--- config.mk ---
export PLATFORM = sky130hd
export DESIGN_NAME = ratiometric_battery_adc_sequencer_unit
export DESIGN_NICKNAME = d
export VERILOG_FILES = /design/src/hw/rtl/rbas_pkg.sv /design/src/hw/rtl/rbas_mul.sv /design/src/hw/rtl/rbas_div.sv /design/src/hw/rtl/ratiometric_battery_adc_sequencer_unit.sv
export VERILOG_INCLUDE_DIRS = /design/src /design/src/hw/rtl
export SDC_FILE = /design/constraint.sdc
export NUM_CORES = 1
export LEC_CHECK = 0
export BUFFER_PORTS_ARGS = -buffer_cell sky130_fd_sc_hd__buf_2
export CAP_MARGIN = 20
export CORE_UTILIZATION = 35
export CTS_BUF_LIST = sky130_fd_sc_hd__clkbuf_8
export DETAILED_ROUTE_END_ITERATION = 10
export GPL_ROUTABILITY_DRIVEN = 0
export PLACE_DENSITY_LB_ADDON = 0.12
export SKIP_CTS_REPAIR_TIMING = 1
export SYNTH_ARGS = -nofsm -noshare
export SYNTH_HDL_FRONTEND = slang
export SYNTH_SLANG_ARGS = --single-unit
--- constraint.sdc ---
create_clock -name clk -period 4.2 [get_ports clk]
set_input_delay 0.63 -clock clk [delete_from_list [all_inputs] [get_ports clk]]
set_output_delay 0.63 -clock clk [all_outputs]
set_load 0.02 [all_outputs]
--- src/hw/rtl/ratiometric_battery_adc_sequencer_unit_macros.svh ---
// assertion macros shared by the battery sequencer rtl
// no dependencies; included by the files that carry assertions
`ifndef RATIOMETRIC_BATTERY_ADC_SEQUENCER_UNIT_MACROS_SVH
`define RATIOMETRIC_BATTERY_ADC_SEQUENCER_UNIT_MACROS_SVH

// same-cycle implication, disabled while reset is active
`define RBAS_ASSERT_IMPLY(label, clk, rst_n, ante, cons) \
	label: assert property (@(posedge clk) disable iff (!(rst_n)) (ante) |-> (cons)) \
		else $error("rbas assertion failed");

// next-cycle implication, disabled while reset is active
`define RBAS_ASSERT_NEXT(label, clk, rst_n, ante, cons) \
	label: assert property (@(posedge clk) disable iff (!(rst_n)) (ante) |=> (cons)) \
		else $error("rbas assertion failed");

`endif

--- src/hw/rtl/rbas_pkg.sv ---
// types, constants and codes of the battery measurement sequencer
// no dependencies; imported by every module of the block
package rbas_pkg;

	localparam int TICK_BITS   = 16;
	localparam int SAMPLE_BITS = 10;
	localparam int GAIN_W      = 8;
	localparam int VDD_NUM_W   = 16;
	localparam int SETTLE_W    = 8;
	localparam int SCALED_W    = 8;
	localparam int CFG_DATA_W  = 16;
	localparam int CFG_IDX_W   = 2;
	localparam int NUM_W       = GAIN_W + SAMPLE_BITS;
	localparam int MUL_CNT_W   = $clog2(GAIN_W + 1);
	localparam int DIV_CNT_W   = $clog2(NUM_W + 1);

	localparam logic [VDD_NUM_W-1:0] VDD_NUM_RESET = 16'd62853;
	localparam logic [GAIN_W-1:0]    GAIN_RESET    = 8'd66;
	localparam logic [SETTLE_W-1:0]  SETTLE_RESET  = 8'd1;
	localparam logic [SCALED_W-1:0]  SCALED_MAX    = '1;

	localparam logic [1:0] CMD_POLL  = 2'd0;
	localparam logic [1:0] CMD_START = 2'd1;
	localparam logic [1:0] CMD_STOP  = 2'd2;

	localparam logic [CFG_IDX_W-1:0] CFG_VDD_NUM  = 2'd0;
	localparam logic [CFG_IDX_W-1:0] CFG_BAT_GAIN = 2'd1;
	localparam logic [CFG_IDX_W-1:0] CFG_SETTLE   = 2'd2;

	typedef enum logic [2:0] {
		PH_STOPPED   = 3'd0,
		PH_SETUP_REF = 3'd1,
		PH_ACQ_REF   = 3'd2,
		PH_READ_REF  = 3'd3,
		PH_ACQ_BAT   = 3'd4,
		PH_READ_BAT  = 3'd5
	} phase_t;

	typedef enum logic [2:0] {
		CTL_IDLE,
		CTL_STEP,
		CTL_DIV_VDD,
		CTL_BAT_GO,
		CTL_DIV_BAT,
		CTL_EMIT
	} ctl_t;

	typedef struct packed {
		logic [1:0]             cmd;
		logic [TICK_BITS-1:0]   tick_ms;
		logic                   conv_busy;
		logic [SAMPLE_BITS-1:0] conv_result;
	} in_item_t;

	typedef struct packed {
		logic                channel_select;
		logic                converter_enable;
		logic                conversion_go;
		logic                measurement_ready;
		logic [SCALED_W-1:0] vdd_scaled;
		logic [SCALED_W-1:0] bat_scaled;
	} out_item_t;

	// handshake between sequencer and the serial divider
	typedef struct packed {
		logic start;
		logic done;
		logic busy;
	} div_ctl_t;

endpackage

--- src/hw/rtl/rbas_mul.sv ---
// bit-serial shift-add multiplier: battery gain times battery sample
// depends on rbas_pkg
module rbas_mul (
	input  logic                         clk,
	input  logic                         arst_n,
	input  logic                         start,
	input  logic [rbas_pkg::GAIN_W-1:0]  gain,
	input  logic [rbas_pkg::SAMPLE_BITS-1:0] sample,
	output logic                         busy,
	output logic [rbas_pkg::NUM_W-1:0]   prod
);
	import rbas_pkg::*;

	logic                 busy_q;
	logic [MUL_CNT_W-1:0] cnt_q;
	logic [GAIN_W-1:0]    mplier_q;
	logic [NUM_W-1:0]     mcand_q;
	logic [NUM_W-1:0]     prod_q;

	always_ff @(posedge clk or negedge arst_n) begin
		if (!arst_n) begin
			busy_q <= 1'b0;
			cnt_q  <= '0;
		end else if (start) begin
			busy_q <= 1'b1;
			cnt_q  <= MUL_CNT_W'(GAIN_W);
		end else if (busy_q) begin
			cnt_q <= cnt_q - 1'b1;
			if (cnt_q == MUL_CNT_W'(1)) begin
				busy_q <= 1'b0;
			end
		end
	end

	// one multiplier bit per cycle, lsb first
	always_ff @(posedge clk) begin
		if (start) begin
			prod_q   <= '0;
			mcand_q  <= NUM_W'(sample);
			mplier_q <= gain;
		end else if (busy_q) begin
			if (mplier_q[0]) begin
				prod_q <= prod_q + mcand_q;
			end
			mcand_q  <= {mcand_q[NUM_W-2:0], 1'b0};
			mplier_q <= {1'b0, mplier_q[GAIN_W-1:1]};
		end
	end

	assign busy = busy_q;
	assign prod = prod_q;

endmodule

--- src/hw/rtl/rbas_div.sv ---
// bit-serial restoring divider with quotient saturated to 8 bits
// depends on rbas_pkg and the assertion macro header
`include "ratiometric_battery_adc_sequencer_unit_macros.svh"
module rbas_div (
	input  logic                             clk,
	input  logic                             arst_n,
	input  logic                             start,
	input  logic [rbas_pkg::NUM_W-1:0]       num,
	input  logic [rbas_pkg::SAMPLE_BITS-1:0] den,
	output rbas_pkg::div_ctl_t               stat,
	output logic [rbas_pkg::SCALED_W-1:0]    quot
);
	import rbas_pkg::*;

	logic                   busy_q;
	logic                   done_q;
	logic [DIV_CNT_W-1:0]   cnt_q;
	logic [NUM_W-1:0]       num_q;
	logic [SAMPLE_BITS-1:0] den_q;
	logic [SAMPLE_BITS-1:0] rem_q;
	logic [SCALED_W-1:0]    quo_q;
	logic                   sat_q;

	logic [SAMPLE_BITS:0]   trial;
	logic [SAMPLE_BITS:0]   diff;
	logic                   ge;

	// a zero divisor sets every quotient bit, which saturates as required
	assign trial = {rem_q, num_q[NUM_W-1]};
	assign diff  = trial - {1'b0, den_q};
	assign ge    = trial >= {1'b0, den_q};

	always_ff @(posedge clk or negedge arst_n) begin
		if (!arst_n) begin
			busy_q <= 1'b0;
			done_q <= 1'b0;
			cnt_q  <= '0;
		end else begin
			done_q <= 1'b0;
			if (start) begin
				busy_q <= 1'b1;
				cnt_q  <= DIV_CNT_W'(NUM_W);
			end else if (busy_q) begin
				cnt_q <= cnt_q - 1'b1;
				if (cnt_q == DIV_CNT_W'(1)) begin
					busy_q <= 1'b0;
					done_q <= 1'b1;
				end
			end
		end
	end

	always_ff @(posedge clk) begin
		if (start) begin
			num_q <= num;
			den_q <= den;
			rem_q <= '0;
			quo_q <= '0;
			sat_q <= 1'b0;
		end else if (busy_q) begin
			num_q <= {num_q[NUM_W-2:0], 1'b0};
			rem_q <= ge ? diff[SAMPLE_BITS-1:0] : trial[SAMPLE_BITS-1:0];
			// any quotient bit above the low byte means saturation
			sat_q <= sat_q | quo_q[SCALED_W-1];
			quo_q <= {quo_q[SCALED_W-2:0], ge};
		end
	end

	assign stat.start = start;
	assign stat.done  = done_q;
	assign stat.busy  = busy_q;
	assign quot       = sat_q ? SCALED_MAX : quo_q;

	`RBAS_ASSERT_IMPLY(a_div_start_idle, clk, arst_n, start, !busy_q)
	`RBAS_ASSERT_NEXT(a_div_last_step, clk, arst_n, busy_q && cnt_q == DIV_CNT_W'(1), done_q && !busy_q)
	`RBAS_ASSERT_NEXT(a_div_done_pulse, clk, arst_n, done_q, !done_q)

endmodule

--- src/hw/rtl/ratiometric_battery_adc_sequencer_unit.sv ---
// top level of the ratiometric battery measurement sequencer
// depends on rbas_pkg, rbas_mul, rbas_div and the assertion macro header
//
// usage: firmware-style poll items enter on the item channel (valid/stall); each
// accepted item gives exactly one result on the result channel (valid/stall)
// carrying converter controls and the latest scaled supply and battery values.
// cmd start clears the results and arms the cycle, stop powers the converter
// down, poll advances the reference / battery acquisition and conversion steps.
// flow: a normal item is stepped the cycle after its transfer, then placed in the
// output register from the emit state once that register is free or being drained.
// the item that finishes the battery conversion runs the serial divider twice (one
// quotient bit per cycle) before its result is handed over; the serial multiplier
// runs under the first division.
// one item is worked at a time: item_stall is high from transfer to hand-over
// into the output register, and hand-over waits while a stalled result still
// sits there. the next item may be taken once its predecessor is handed over.
// reset: phase stopped, held results and controls zero, registers at defaults.
// configuration writes are taken any cycle and meant for idle periods.
`include "ratiometric_battery_adc_sequencer_unit_macros.svh"
module ratiometric_battery_adc_sequencer_unit (
	input  logic                            clk,
	input  logic                            arst_n,
	input  logic                            cfg_write_en,
	input  logic [rbas_pkg::CFG_IDX_W-1:0]  cfg_index,
	input  logic [rbas_pkg::CFG_DATA_W-1:0] cfg_data,
	input  logic                            item_valid,
	output logic                            item_stall,
	input  rbas_pkg::in_item_t              item,
	output logic                            result_valid,
	input  logic                            result_stall,
	output rbas_pkg::out_item_t             result
);
	import rbas_pkg::*;

	// configuration registers
	logic [VDD_NUM_W-1:0] vdd_num_q;
	logic [GAIN_W-1:0]    gain_q;
	logic [SETTLE_W-1:0]  settle_q;

	// sequencer control
	ctl_t ctl_q, ctl_d;
	in_item_t item_q;
	logic accept;

	// measurement state
	phase_t                 phase_q, phase_d;
	logic [TICK_BITS-1:0]   start_tick_q, start_tick_d;
	logic [SAMPLE_BITS-1:0] ref_q, ref_d;
	logic [SCALED_W-1:0]    vdd_hold_q, vdd_hold_d;
	logic [SCALED_W-1:0]    bat_hold_q, bat_hold_d;
	logic                   en_hold_q, en_hold_d;
	logic                   ch_hold_q, ch_hold_d;
	logic                   go_q, go_d;
	logic                   ready_q, ready_d;

	// output register
	out_item_t out_q;
	logic      out_valid_q;
	logic      out_load;

	// arithmetic units
	logic                 mul_start;
	logic                 mul_busy;
	logic [NUM_W-1:0]     mul_prod;
	logic                 div_start;
	logic [NUM_W-1:0]     div_num;
	div_ctl_t             div_stat;
	logic [SCALED_W-1:0]  div_quot;

	logic [TICK_BITS-1:0] elapsed;
	logic                 settled;

	assign accept     = item_valid && !item_stall;
	assign item_stall = (ctl_q != CTL_IDLE);

	// elapsed time wraps with the tick counter
	assign elapsed = item_q.tick_ms - start_tick_q;
	assign settled = elapsed > TICK_BITS'(settle_q);

	always_ff @(posedge clk or negedge arst_n) begin
		if (!arst_n) begin
			vdd_num_q <= VDD_NUM_RESET;
			gain_q    <= GAIN_RESET;
			settle_q  <= SETTLE_RESET;
		end else if (cfg_write_en) begin
			unique case (cfg_index)
				CFG_VDD_NUM:  vdd_num_q <= cfg_data[VDD_NUM_W-1:0];
				CFG_BAT_GAIN: gain_q    <= cfg_data[GAIN_W-1:0];
				CFG_SETTLE:   settle_q  <= cfg_data[SETTLE_W-1:0];
				default: ;
			endcase
		end
	end

	always_ff @(posedge clk or negedge arst_n) begin
		if (!arst_n) begin
			ctl_q        <= CTL_IDLE;
			phase_q      <= PH_STOPPED;
			start_tick_q <= '0;
			ref_q        <= '0;
			vdd_hold_q   <= '0;
			bat_hold_q   <= '0;
			en_hold_q    <= 1'b0;
			ch_hold_q    <= 1'b0;
			go_q         <= 1'b0;
			ready_q      <= 1'b0;
			out_valid_q  <= 1'b0;
		end else begin
			ctl_q        <= ctl_d;
			phase_q      <= phase_d;
			start_tick_q <= start_tick_d;
			ref_q        <= ref_d;
			vdd_hold_q   <= vdd_hold_d;
			bat_hold_q   <= bat_hold_d;
			en_hold_q    <= en_hold_d;
			ch_hold_q    <= ch_hold_d;
			go_q         <= go_d;
			ready_q      <= ready_d;
			if (out_load) begin
				out_valid_q <= 1'b1;
			end else if (!result_stall) begin
				out_valid_q <= 1'b0;
			end
		end
	end

	// payload registers
	always_ff @(posedge clk) begin
		if (accept) begin
			item_q <= item;
		end
		if (out_load) begin
			out_q.channel_select    <= ch_hold_q;
			out_q.converter_enable  <= en_hold_q;
			out_q.conversion_go     <= go_q;
			out_q.measurement_ready <= ready_q;
			out_q.vdd_scaled        <= vdd_hold_q;
			out_q.bat_scaled        <= bat_hold_q;
		end
	end

	always_comb begin
		ctl_d        = ctl_q;
		phase_d      = phase_q;
		start_tick_d = start_tick_q;
		ref_d        = ref_q;
		vdd_hold_d   = vdd_hold_q;
		bat_hold_d   = bat_hold_q;
		en_hold_d    = en_hold_q;
		ch_hold_d    = ch_hold_q;
		go_d         = go_q;
		ready_d      = ready_q;
		mul_start    = 1'b0;
		div_start    = 1'b0;
		div_num      = mul_prod;
		out_load     = 1'b0;

		unique case (ctl_q)
			CTL_IDLE: begin
				if (accept) begin
					ctl_d = CTL_STEP;
				end
			end
			CTL_STEP: begin
				go_d    = 1'b0;
				ready_d = 1'b0;
				ctl_d   = CTL_EMIT;
				case (item_q.cmd)
					CMD_START: begin
						vdd_hold_d = '0;
						bat_hold_d = '0;
						phase_d    = PH_SETUP_REF;
					end
					CMD_STOP: begin
						en_hold_d = 1'b0;
						phase_d   = PH_STOPPED;
					end
					CMD_POLL: begin
						unique case (phase_q)
							PH_STOPPED: ;
							PH_SETUP_REF: begin
								ch_hold_d    = 1'b0;
								en_hold_d    = 1'b1;
								start_tick_d = item_q.tick_ms;
								phase_d      = PH_ACQ_REF;
							end
							PH_ACQ_REF: begin
								if (settled) begin
									go_d    = 1'b1;
									phase_d = PH_READ_REF;
								end
							end
							PH_READ_REF: begin
								if (!item_q.conv_busy) begin
									ref_d        = item_q.conv_result;
									ch_hold_d    = 1'b1;
									en_hold_d    = 1'b1;
									start_tick_d = item_q.tick_ms;
									phase_d      = PH_ACQ_BAT;
								end
							end
							PH_ACQ_BAT: begin
								if (settled) begin
									go_d    = 1'b1;
									phase_d = PH_READ_BAT;
								end
							end
							PH_READ_BAT: begin
								// both results follow; product runs under the first quotient
								if (!item_q.conv_busy) begin
									mul_start = 1'b1;
									div_start = 1'b1;
									div_num   = NUM_W'(vdd_num_q);
									ctl_d     = CTL_DIV_VDD;
								end
							end
							default: phase_d = PH_STOPPED;
						endcase
					end
					default: ;
				endcase
			end
			CTL_DIV_VDD: begin
				if (div_stat.done) begin
					vdd_hold_d = div_quot;
					ctl_d      = CTL_BAT_GO;
				end
			end
			CTL_BAT_GO: begin
				if (!mul_busy) begin
					div_start = 1'b1;
					ctl_d     = CTL_DIV_BAT;
				end
			end
			CTL_DIV_BAT: begin
				if (div_stat.done) begin
					bat_hold_d = div_quot;
					ready_d    = 1'b1;
					phase_d    = PH_SETUP_REF;
					ctl_d      = CTL_EMIT;
				end
			end
			CTL_EMIT: begin
				// hand over once the output register is free or being drained
				if (!out_valid_q || !result_stall) begin
					out_load = 1'b1;
					ctl_d    = CTL_IDLE;
				end
			end
			default: ctl_d = CTL_IDLE;
		endcase
	end

	rbas_mul u_mul (
		.clk    (clk),
		.arst_n (arst_n),
		.start  (mul_start),
		.gain   (gain_q),
		.sample (item_q.conv_result),
		.busy   (mul_busy),
		.prod   (mul_prod)
	);

	rbas_div u_div (
		.clk    (clk),
		.arst_n (arst_n),
		.start  (div_start),
		.num    (div_num),
		.den    (ref_q),
		.stat   (div_stat),
		.quot   (div_quot)
	);

	assign result_valid = out_valid_q;
	assign result       = out_q;

	`RBAS_ASSERT_IMPLY(a_done_expected, clk, arst_n, div_stat.done, ctl_q == CTL_DIV_VDD || ctl_q == CTL_DIV_BAT)
	`RBAS_ASSERT_NEXT(a_pair_done, clk, arst_n, ctl_q == CTL_DIV_BAT && div_stat.done, ready_q && phase_q == PH_SETUP_REF)
	`RBAS_ASSERT_IMPLY(a_go_ready_excl, clk, arst_n, 1'b1, !(go_q && ready_q))

endmodule

==> summary.txt <==
Routing
  – Drt total wl: 23.3 mm
  – Via count: 7556
  – Initial DRC Count: 229
  – Residual DRC: 0
  – Antenna Nets Post-Route: 0
  – Drt first pass iters: 4
  – DR vias/cell: 4.82
  – Drt wl/cell: 14.9 um

CTS
  – CTS max path bufs: 3
  – Clock transition at path regs: 60 ps
  – Num Clock Sinks: 237
  – Clock tree from TritonCTS: done
  – Root buffer cell: clkbuf_8
  – CTS Buf Count: 44
  – H-tree Lvls: 2
  – Worst-Skew Late Latency: 550 ps

GRT
  – GR Overflow Total: 0
  – GRT Util Overall: 14.5%
  – GR peak layer: met2
  – Initial antenna violation count: 2
  – GR met1 Demand/Resource: 18.8%
  – M2 GR Usage: 23.8%
  – Pin count of the biggest net entering global routing: 46
  – Vias in the first global route: 7659
  – First-pass GRT wire length: 38.7 mm
  – Met3 Track Usage GR: 2.89%

Run status
  – Status: finished, final reports clean

Worst hold path
  – Worst Hold Class: input port to asynchronous set/reset pin

Timing
  – Final hold vios: 0
  – Period utilisation layout: 84.7%
  – Post-route minimum period: 3560 ps
  – Setup violators final: 0
  – Hold_ws: 101 ps
  – Setup total negative slack: 0 ps
  – RSZ-0062 raised after global routing: false
  – Clock skew: 31.2 ps
  – Final count of pins violating max slew: 0
  – Fmax achieved: 281 MHz
  – Slew HR: 31.9%
  – Worst-Margin Slew: 1020 ps

Layout
  – Non-Filler Instances: 1569
  – Diode count: 0
  – Syn-to-layout area delta: 15.4%
  – Most common cell after layout, fill and taps aside: nand2_1
  – Most frequent cells in the layout: 114 x nand2_1, 95 x edfxtp_1, 85 x dfrtp_1
  – Final #Nets: 1210
  – Share of layout cells above drive strength 1: 22.7%

Worst setup path
  – Worst r2r src: start_tick_q[0]
  – CP required: 4620 ps
  – Largest fanout on the critical path: 3
  – Worst reg2reg setup slack: 640 ps
  – FF-to-FF path depth: 15
  – Crit Path Class: register to register
  – Worst R2R End: phase_q[0]
  – CP arrival: 3980 ps
  – Setup crit start kind: register
  – Critical Path End Type: register

Synth
  – Cells after Synth: 1002
  – Synth Cell Area: 11400 sq um
  – Seq/Total Area, Yosys: 54.5%
  – Distinct cells, synth: 71
  – Synth Register Bits: 237
  – Async SR Flop Fraction: 40.9%
  – EDFF count, synth: 95
  – Synth Flop Type: edfxtp_1
  – Syn avg cell area: 11.4 sq um
  – Yosys warnings: 0
  – Synthesized Nets: 1114

Die
  – Core footprint: 31800 sq um
  – Initial Util: 35.8%
  – I/O Pins: 74
  – Row Count: 65
  – DIE AREA: 33200 sq um
  – Die W: 182 um
  – Die Span Y: 182 um

Pwr
  – Leakage: 0.00533 uW
  – Pwr Density: 365 nW/um^2
  – Worst VDD drop: 241 uV

Flow run
  – # Max-Cap Violations: 0

Placement
  – Dpl cells: 1486
  – Hpwl dp: 16.4 mm
  – I/O Buffers: 73
-- per-stage QoR --
stage / total power [uW] / setup WS (ps) / utilization, % / area (sq um)
4_1_cts: 4900 / 592 / 41.3 / 13100
5_1_grt: 5020 / 337 / 41.3 / 13100
2_1_floorplan: 2620 / 917 / - / 11400
6_report: 4800 / 644 / 41.3 / 13100
3_3_place_gp: 2710 / 667 / 38.5 / 12300
3_5_place_dp: 2710 / 591 / 38.5 / 12300
-- synth_stat cells, types with 5 or more instances --
master,n,share of area (%)
buf_2,8,0.35
nand4_1,6,0.33
o211ai_1,6,0.40
nand3_1,8,0.35
edfxtp_1,95,25
or2_2,5,0.27
a21o_1,14,0.92
o21a_1,9,0.59
mux2i_1,24,2.1
xnor2_1,27,2.1
dfstp_2,12,2.8
inv_1,54,1.8
nor2_1,67,2.2
a21oi_1,60,2.6
nand2_1,114,3.8
ha_1,57,6.3
a22oi_1,16,1.1
clkbuf_1,22,0.73
nor3_1,14,0.62
dfxtp_1,45,7.9
a211oi_1,8,0.53
dfrtp_1,85,19
nand2b_1,13,0.71
nor2b_1,11,0.60
mux2_2,74,7.3
and3_1,7,0.38
xor2_1,10,0.77
o21ai_0,54,2.4
-- per-layer routing --
metal  part of all wire (%)  vias up
met5                  0.090        -
met4                    2.5        4
met3                    3.8       47
met2                     46      124
met1                     48     3585
li1                       -     3796
-- worst max-delay path, cell delays in order (launching register included) --
cell and delay, ps:
dfrtp_1 380, ha_1 210, fa_1 400, nand2b_1 180, a21o_1 200, and2b_1 180
xnor2_1 130, ha_1 270, nand2_1 70, o31a_1 300, nor3_1 180, and4_1 220
o2111ai_1 140, nor4_2 270, a21oi_1 120, o21a_1 170
-- sequential cells by signal (all words and copies together), names as in the netlist, 5 cells and up --
name / flops
u_div.cnt_q: 5
start_tick_q: 16
u_div.den_q: 10
gain_q: 8
vdd_num_q: 16
u_mul.mplier_q: 8
u_div.quo_q: 8
u_div.rem_q: 10
u_div.num_q: 18
ref_q: 10
u_mul.mcand_q: 18
vdd_hold_q: 8
result: 20
bat_hold_q: 8
item_q: 29
u_mul.prod: 18
settle_q: 8
-- worst max-delay path by stage --
| stage | from | end | slack (ps) | depth (start not counted) |
|---|---|---|---|---|
| finish | start_tick_q[0] | phase_q[0] | 640 | 15 |
| global route | start_tick_q[1] | phase_q[0] | 340 | 17 |
| CTS | start_tick_q[0] | phase_q[0] | 590 | 15 |
| detailed placement | start_tick_q[0] | phase_q[0] | 590 | 15 |
| global placement | item_q[11] | phase_q[2] | 670 | 17 |
| floorplan | start_tick_q[0] | phase_q[2] | 920 | 16 |
-- cell type report --
class,instances,area (sq um)
clock buffers,52,716
multi-input cells,677,4870
fillers,3112,18700
flip-flops and latches,237,6200
inverters,54,203
clock inverters,30,150
repair buffers,84,458
well taps,435,544
-- power breakdown --
group / switching [uW] / internal, uW / total, uW
Sequential: 34.8 / 2470 / 2500
Combinational: 75.7 / 81.0 / 157
Clock: 951 / 1180 / 2130
-- kinds of logic after synthesis --
kind of cell	Yosys count	share of synthesized area (%)
xor gates and xnor gates	37	2.85
adders and majority gates	60	6.80
muxes	98	9.43
AOI/OAI and AO/OA	211	12.4
buffers and inverters	88	2.99
and+or+nand+nor	271	11.1
DFF	237	54.5
Note: power is estimated with default switching activity, not from simulation.
